$ cat src/rtl/core/sttrk_pkg.sv
// ----------------------------------------------------------------------------
// sttrk_pkg
// Shared types and constants for the scratchpad temperature tracker: request
// and result payloads, register map and CRC unit control.
// ----------------------------------------------------------------------------
package sttrk_pkg;

    // sizing
    localparam int SENSOR_COUNT      = 8;
    localparam int SCRATCHPAD_LENGTH = 9;
    localparam int SENS_W            = (SENSOR_COUNT > 1) ? $clog2(SENSOR_COUNT) : 1;
    localparam int SCAN_W            = $clog2(SENSOR_COUNT + 1);
    localparam int POS_W             = $clog2(SCRATCHPAD_LENGTH + 1);
    localparam int TEMP_W            = 16;

    // crc-8, reflected dallas/maxim polynomial
    localparam logic [7:0] CRC_POLY  = 8'h8C;
    localparam int         CRC_BITS  = 8;
    localparam int         CRC_CNT_W = $clog2(CRC_BITS);

    // request command codes
    localparam logic CMD_BYTE    = 1'b0;
    localparam logic CMD_FAILURE = 1'b1;

    // apb register map, one 32-bit word per register
    localparam int             PADDR_W    = 4;
    localparam int             PDATA_W    = 32;
    localparam int             REG_IDX_W  = 2;
    localparam logic [REG_IDX_W-1:0] REG_MIN_VALID = 2'd0;
    localparam logic [REG_IDX_W-1:0] REG_MAX_VALID = 2'd1;
    localparam logic [REG_IDX_W-1:0] REG_OVERTEMP  = 2'd2;

    localparam logic signed [TEMP_W-1:0] MIN_VALID_RST = -16'sd880;
    localparam logic signed [TEMP_W-1:0] MAX_VALID_RST = 16'sd2000;
    localparam logic signed [TEMP_W-1:0] OVERTEMP_RST  = 16'sd960;

    typedef logic signed [TEMP_W-1:0] temp_t;

    // request payload
    typedef struct packed {
        logic       cmd;
        logic [7:0] data_byte;
    } in_t;

    // result payload
    typedef struct packed {
        logic [2:0]               sensor_number;
        logic signed [TEMP_W-1:0] temperature;
        logic                     temperature_ok;
        logic signed [TEMP_W-1:0] hottest;
        logic                     hottest_ok;
        logic                     overheat;
    } out_t;

    // crc unit control and status
    typedef struct packed {
        logic start;
        logic clear;
    } crc_ctrl_t;

    typedef struct packed {
        logic busy;
        logic done;
    } crc_stat_t;

endpackage

$ cat src/rtl/core/sttrk_crc8.sv
// ----------------------------------------------------------------------------
// sttrk_crc8
// Bit-serial reflected CRC-8 unit: folds one byte into the running remainder,
// one bit per cycle, least significant bit first.
// ----------------------------------------------------------------------------
module sttrk_crc8 (
    input  logic                  aclk,
    input  logic                  aresetn,
    input  sttrk_pkg::crc_ctrl_t  ctrl,
    input  logic [7:0]            data_byte,
    output sttrk_pkg::crc_stat_t  stat,
    output logic [7:0]            crc
);
    import sttrk_pkg::*;

    logic [7:0]           crc_reg;
    logic [7:0]           shift_reg;
    logic [CRC_CNT_W-1:0] bit_cnt_reg;
    logic                 busy_reg;
    logic                 done_reg;
    logic                 fb;

    // feedback bit of the current step
    assign fb = crc_reg[0] ^ shift_reg[0];

    // one polynomial step per cycle while busy
    always_ff @(posedge aclk) begin
        if (!aresetn) begin
            crc_reg     <= '0;
            shift_reg   <= '0;
            bit_cnt_reg <= '0;
            busy_reg    <= 1'b0;
            done_reg    <= 1'b0;
        end else begin
            // done pulses with the eighth step
            done_reg <= busy_reg && !ctrl.start &&
                        (bit_cnt_reg == CRC_CNT_W'(CRC_BITS - 1));
            if (ctrl.clear) begin
                crc_reg <= '0;
            end
            if (ctrl.start) begin
                shift_reg   <= data_byte;
                bit_cnt_reg <= '0;
                busy_reg    <= 1'b1;
            end else if (busy_reg) begin
                crc_reg     <= (crc_reg >> 1) ^ (fb ? CRC_POLY : 8'h00);
                shift_reg   <= shift_reg >> 1;
                bit_cnt_reg <= bit_cnt_reg + 1'b1;
                if (bit_cnt_reg == CRC_CNT_W'(CRC_BITS - 1)) begin
                    busy_reg <= 1'b0;
                end
            end
        end
    end

    assign stat.busy = busy_reg;
    assign stat.done = done_reg;
    assign crc       = crc_reg;

endmodule

$ cat src/rtl/core/scratchpad_temperature_tracker_top.sv
// ----------------------------------------------------------------------------
// scratchpad_temperature_tracker_top
// Collects 1-Wire scratchpad bytes, checks CRC-8 and bounds of the reading,
// keeps one reading per sensor and reports the hottest valid one.
// ----------------------------------------------------------------------------
//  channel   ports                      direction  payload
//  request   s_valid s_ready s_data     in         sttrk_pkg::in_t
//  result    m_valid m_ready m_data     out        sttrk_pkg::out_t
//  config    psel penable pwrite paddr  in/out     32-bit registers at 0, 4, 8
//
//  A scratchpad byte is accepted, folded in by the bit-serial CRC unit, which
//  sets the rate, and closed when the sequencer sees its done flag. The last
//  byte adds check, store write and a scan of the 8 stored readings before the
//  result register; a failure request skips CRC and check. Reset clears
//  pointer, byte count, CRC and valid flags at once; no clearing pass. A
//  waiting result stalls the next completion, and byte intake from then on.
// ----------------------------------------------------------------------------
module scratchpad_temperature_tracker_top (
    input  logic                              aclk,
    input  logic                              aresetn,
    input  logic                              s_valid,
    output logic                              s_ready,
    input  sttrk_pkg::in_t                    s_data,
    output logic                              m_valid,
    input  logic                              m_ready,
    output sttrk_pkg::out_t                   m_data,
    input  logic                              psel,
    input  logic                              penable,
    input  logic                              pwrite,
    input  logic [sttrk_pkg::PADDR_W-1:0]     paddr,
    input  logic [sttrk_pkg::PDATA_W-1:0]     pwdata,
    output logic [sttrk_pkg::PDATA_W-1:0]     prdata,
    output logic                              pready
);
    import sttrk_pkg::*;

    typedef enum logic [2:0] {
        ST_IDLE,
        ST_CRC,
        ST_CHECK,
        ST_WRITE,
        ST_SCAN,
        ST_DONE
    } state_t;

    state_t                state_reg;
    temp_t                 min_valid_reg;
    temp_t                 max_valid_reg;
    temp_t                 overtemp_reg;
    logic [SENS_W-1:0]     ptr_reg;
    logic [SENS_W-1:0]     num_reg;
    logic [POS_W-1:0]      pos_reg;
    logic [7:0]            low_reg;
    logic [7:0]            high_reg;
    temp_t                 temp_reg;
    logic                  ok_reg;
    logic [SENSOR_COUNT-1:0] flags_reg;
    logic [SCAN_W-1:0]     scan_cnt_reg;
    logic                  cmp_en_reg;
    logic                  rd_flag_reg;
    temp_t                 rd_temp_reg;
    temp_t                 best_reg;
    logic                  any_reg;
    logic                  hot_reg;
    logic                  m_valid_reg;
    out_t                  m_data_reg;
    temp_t                 store [SENSOR_COUNT];

    logic                  s_fire;
    logic                  cfg_write;
    logic [REG_IDX_W-1:0]  reg_idx;
    temp_t                 raw;
    logic [SENS_W-1:0]     scan_idx;
    logic                  scan_issue;
    logic                  out_free;
    crc_ctrl_t             crc_ctrl;
    crc_stat_t             crc_stat;
    logic [7:0]            crc;

    // handshake and decode
    assign s_ready    = (state_reg == ST_IDLE);
    assign s_fire     = s_valid && s_ready;
    assign pready     = 1'b1;
    assign cfg_write  = psel && penable && pwrite;
    assign reg_idx    = paddr[REG_IDX_W+1:2];
    assign raw        = {high_reg, low_reg};
    assign scan_idx   = scan_cnt_reg[SENS_W-1:0];
    assign scan_issue = (state_reg == ST_SCAN) && (scan_cnt_reg < SCAN_W'(SENSOR_COUNT));
    assign out_free   = !m_valid_reg || m_ready;

    // crc unit control
    assign crc_ctrl.start = s_fire && (s_data.cmd == CMD_BYTE);
    assign crc_ctrl.clear = (state_reg == ST_WRITE);

    sttrk_crc8 u_crc (
        .aclk      (aclk),
        .aresetn   (aresetn),
        .ctrl      (crc_ctrl),
        .data_byte (s_data.data_byte),
        .stat      (crc_stat),
        .crc       (crc)
    );

    // configuration registers
    always_ff @(posedge aclk) begin
        if (!aresetn) begin
            min_valid_reg <= MIN_VALID_RST;
            max_valid_reg <= MAX_VALID_RST;
            overtemp_reg  <= OVERTEMP_RST;
        end else if (cfg_write) begin
            case (reg_idx)
                REG_MIN_VALID: min_valid_reg <= pwdata[TEMP_W-1:0];
                REG_MAX_VALID: max_valid_reg <= pwdata[TEMP_W-1:0];
                REG_OVERTEMP:  overtemp_reg  <= pwdata[TEMP_W-1:0];
                default: ;
            endcase
        end
    end

    // register readback
    always_comb begin
        case (reg_idx)
            REG_MIN_VALID: prdata = PDATA_W'(min_valid_reg);
            REG_MAX_VALID: prdata = PDATA_W'(max_valid_reg);
            REG_OVERTEMP:  prdata = PDATA_W'(overtemp_reg);
            default:       prdata = '0;
        endcase
    end

    // reading store: write after check, one read per scan cycle
    always_ff @(posedge aclk) begin
        if (state_reg == ST_WRITE && ok_reg) begin
            store[ptr_reg] <= temp_reg;
        end
        rd_temp_reg <= store[scan_idx];
    end

    // sequencer
    always_ff @(posedge aclk) begin
        if (!aresetn) begin
            state_reg    <= ST_IDLE;
            ptr_reg      <= '0;
            num_reg      <= '0;
            pos_reg      <= '0;
            low_reg      <= '0;
            high_reg     <= '0;
            temp_reg     <= '0;
            ok_reg       <= 1'b0;
            flags_reg    <= '0;
            scan_cnt_reg <= '0;
            cmp_en_reg   <= 1'b0;
            rd_flag_reg  <= 1'b0;
            best_reg     <= '0;
            any_reg      <= 1'b0;
            hot_reg      <= 1'b0;
            m_valid_reg  <= 1'b0;
        end else begin
            // result taken while no new one is loaded
            if (m_valid_reg && m_ready && state_reg != ST_DONE) begin
                m_valid_reg <= 1'b0;
            end
            case (state_reg)
                ST_IDLE: begin
                    if (s_fire) begin
                        if (s_data.cmd == CMD_FAILURE) begin
                            ok_reg    <= 1'b0;
                            temp_reg  <= '0;
                            state_reg <= ST_WRITE;
                        end else begin
                            if (pos_reg == POS_W'(0)) begin
                                low_reg <= s_data.data_byte;
                            end
                            if (pos_reg == POS_W'(1)) begin
                                high_reg <= s_data.data_byte;
                            end
                            pos_reg   <= pos_reg + 1'b1;
                            state_reg <= ST_CRC;
                        end
                    end
                end
                ST_CRC: begin
                    if (crc_stat.done) begin
                        if (pos_reg == POS_W'(SCRATCHPAD_LENGTH)) begin
                            state_reg <= ST_CHECK;
                        end else begin
                            state_reg <= ST_IDLE;
                        end
                    end
                end
                ST_CHECK: begin
                    // crc residue zero and reading inside bounds
                    if (crc == 8'h00 && raw >= min_valid_reg && raw <= max_valid_reg) begin
                        ok_reg   <= 1'b1;
                        temp_reg <= raw;
                    end else begin
                        ok_reg   <= 1'b0;
                        temp_reg <= '0;
                    end
                    state_reg <= ST_WRITE;
                end
                ST_WRITE: begin
                    flags_reg[ptr_reg] <= ok_reg;
                    num_reg            <= ptr_reg;
                    if (ptr_reg == SENS_W'(SENSOR_COUNT - 1)) begin
                        ptr_reg <= '0;
                    end else begin
                        ptr_reg <= ptr_reg + 1'b1;
                    end
                    pos_reg      <= '0;
                    scan_cnt_reg <= '0;
                    cmp_en_reg   <= 1'b0;
                    best_reg     <= '0;
                    any_reg      <= 1'b0;
                    hot_reg      <= 1'b0;
                    state_reg    <= ST_SCAN;
                end
                ST_SCAN: begin
                    // read one entry, compare the one read last cycle
                    rd_flag_reg  <= flags_reg[scan_idx];
                    cmp_en_reg   <= scan_issue;
                    scan_cnt_reg <= scan_cnt_reg + 1'b1;
                    if (cmp_en_reg && rd_flag_reg) begin
                        if (!any_reg || rd_temp_reg > best_reg) begin
                            best_reg <= rd_temp_reg;
                        end
                        any_reg <= 1'b1;
                        if (rd_temp_reg > overtemp_reg) begin
                            hot_reg <= 1'b1;
                        end
                    end
                    if (scan_cnt_reg == SCAN_W'(SENSOR_COUNT)) begin
                        state_reg <= ST_DONE;
                    end
                end
                ST_DONE: begin
                    // load result register once it is free
                    if (out_free) begin
                        m_data_reg.sensor_number  <= 3'(num_reg);
                        m_data_reg.temperature    <= temp_reg;
                        m_data_reg.temperature_ok <= ok_reg;
                        m_data_reg.hottest        <= best_reg;
                        m_data_reg.hottest_ok     <= any_reg;
                        m_data_reg.overheat       <= hot_reg;
                        m_valid_reg               <= 1'b1;
                        state_reg                 <= ST_IDLE;
                    end
                end
                default: state_reg <= ST_IDLE;
            endcase
        end
    end

    assign m_valid = m_valid_reg;
    assign m_data  = m_data_reg;

endmodule
$ cat config.mk
export PLATFORM = sky130hd
export DESIGN_NAME = scratchpad_temperature_tracker_top
export DESIGN_NICKNAME = d
export VERILOG_FILES = /design/src/rtl/core/sttrk_pkg.sv /design/src/rtl/core/sttrk_crc8.sv /design/src/rtl/core/scratchpad_temperature_tracker_top.sv
export SDC_FILE = /design/constraint.sdc
export NUM_CORES = 1
export LEC_CHECK = 0
export BUFFER_PORTS_ARGS = -buffer_cell sky130_fd_sc_hd__buf_2
export CORE_MARGIN = 5
export CORE_UTILIZATION = 50
export CTS_CLUSTER_DIAMETER = 120
export CTS_CLUSTER_SIZE = 16
export DETAILED_ROUTE_END_ITERATION = 7
export PLACE_DENSITY = 0.69
export SLEW_MARGIN = 25
export SYNTH_ARGS = -nofsm -noshare
export SYNTH_HDL_FRONTEND = slang
export SYNTH_HIERARCHICAL = 1
export SYNTH_SLANG_ARGS = --single-unit
$ cat constraint.sdc
create_clock -name aclk -period 4.4 [get_ports aclk]
set_input_delay 0.66 -clock aclk [delete_from_list [all_inputs] [get_ports aclk]]
set_output_delay 0.66 -clock aclk [all_outputs]
set_load 0.005 [all_outputs]
==> reports/results.ini <==
[status]
status=completed

[routing]
remaining_drc_errors=0
routedWlPerCell_um=19.1
vias_per_cell=5.50
drt_pass1_iterations=5
ant_nets=0
wirelength_mm=32.4
drt_iter0_markers=746
num_vias=9294

[layout]
final-seq-area_sq_um=8270
num_antenna_cells=0
drive_above_1_share_pct=17.4
multi_input_area_sq_um=5450
largest_register_ffs=128
final_util_pct=55.4
area_growth_pct=9.92
fillers=2374
fin_nets=1417

[die]
die_w_um=180
fp.dieH_um=180
start_util_pct=50.4
pin_count=125
dieArea_sq_um=32400
fp-row-count=62
core_area_sq_um=28600

[synthesis]
synth.net_count=1347
syn_area_per_cell_sq_um=11.8
yosys_warnings=6
syn_inst=1222
syn_area_sq_um=14400

[clock_network]
cts_tree=done
clock_path_buffers=3
cts.sinks=330
root_buffer=clkbuf_16
numCtsBuffers=24
cts_resized=0
cts_htree_levels=1
clk_latency_ps=530
path_clk_slew_ps=70
cts_hold_buf=0
postCtsSetupRepairBufs=0

[grt]
overflow=0
grt_use_met2_pct=32.0
met3_usage_pct=2.26
grt_use_met1_pct=28.0
grt_pass1_wl_mm=50.8
grt_pass1_vias=8925
top_usage_layer=met2
grt_use_total_pct=19.5
grt_max_degree=81
antenna_found_initial=0

[critical_path]
critPathArrivalTime_ps=3170
r2r-end=store[1][12]
worstSetupStartpoint=state_reg[1]
regToRegSetupSlack_ps=1380
cp.required_ps=4560
reg2reg_depth=6
critPathLaunchType=flip-flop
crit_path_end=store[1][12]
critPathKind=reg -> reg
cp_max_fo=17
crit_path_end_kind=flip-flop
timing.rr.start=state_reg[1]

[placement]
dp_hpwl_mm=22.5
place.gp.congestion=0.853
io_buffers=105

[power_and_ir_drop]
vdd_ir_drop_max_mv=0.262
power_density_nw_per_um2=359
total_power_uw=5690
p_leak_uw=0.00581

[worst_hold_path]
hold_depth=3
hold_class=in -> reg

[sta]
grt_setup_unrepaired=false
max_slew_margin_pct=31.1
maxSlewViolCount=0
tightest_slew_ps=1030
skew_ps=8.16
setup_tns_ps=0
fmax_mhz=332
post-route-period-util_pct=68.6
period_needed_ps=3020
setup_viol=0
finalHoldViolCount=0

[run]
maxCapViolations=0

layer usage:
layer	share of wire, %	up-vias	wire length (um)
met4	2.6	0	842
met5	0	-	0
met1	44	4511	14400
met2	48	248	15400
li1	-	4495	-
met3	5.3	40	1700
worst max-delay path, stage by stage, from the launching register on:
cell	delay [ps]
dfxtp_1	580
nand3b_4	310
inv_1	350
buf_4	270
nand2_1	130
or3_1	390
inv_1	600
report_power, final:
| group | internal, uW | switching (uW) |
|---|---|---|
| combinational | 132 | 206 |
| clock | 1060 | 1020 |
| sequential | 3230 | 51.9 |
layout make-up:
type	count	share of cell area, %
clock buffers	40	4.30
inverters	87	2.06
multi-input cells	728	34.3
clock inverters	1	0.0552
repair buffers	121	4.07
flip-flops and latches	330	52.1
well taps	384	3.03
worst min-delay path by stage:
stage                             end       start  slack (ps)
floorplan                   m_data[0]     hot_reg         410
global placement           m_data[37]  num_reg[2]         420
detailed placement         m_data[35]  num_reg[0]         420
CTS                 max_valid_reg[13]  pwdata[13]         380
global route        max_valid_reg[11]  pwdata[11]         400
finish                     low_reg[0]   s_data[0]         400
placed cells by master (no fill, tap or decap), types with 7 or more instances in the layout:
cell       instances
nand2_1          172
edfxtp_1         166
dfxtp_1          162
buf_2            105
inv_1             86
a21oi_1           74
ha_1              73
mux2i_1           60
nor2_1            53
mux4_2            34
nand3_1           30
o21ai_0           27
clkbuf_16         25
o211ai_1          21
mux2_2            17
nand4_1           16
buf_4             16
clkbuf_1          15
nor2b_1           10
nand3b_1          10
and2_1            10
o21a_1             9
nand2b_1           8
o31ai_2            8
o21ai_1            7
o31ai_1            7
metrics by stage:
| stage | worst slack, ps | hold WS (ps) | instances | instance area [sq um] |
|---|---|---|---|---|
| 3_5_place_dp | 1240 | 416 | 1650 | 15200 |
| 3_3_place_gp | 1290 | 418 | 1650 | 15200 |
| 4_1_cts | 1240 | 381 | 1691 | 15900 |
| 6_report | 1380 | 404 | 1691 | 15900 |
| 5_1_grt | 1220 | 397 | 1691 | 15900 |
| 2_1_floorplan | 1080 | 408 | 1222 | 14400 |
Note: power is estimated with default switching activity, not from simulation.
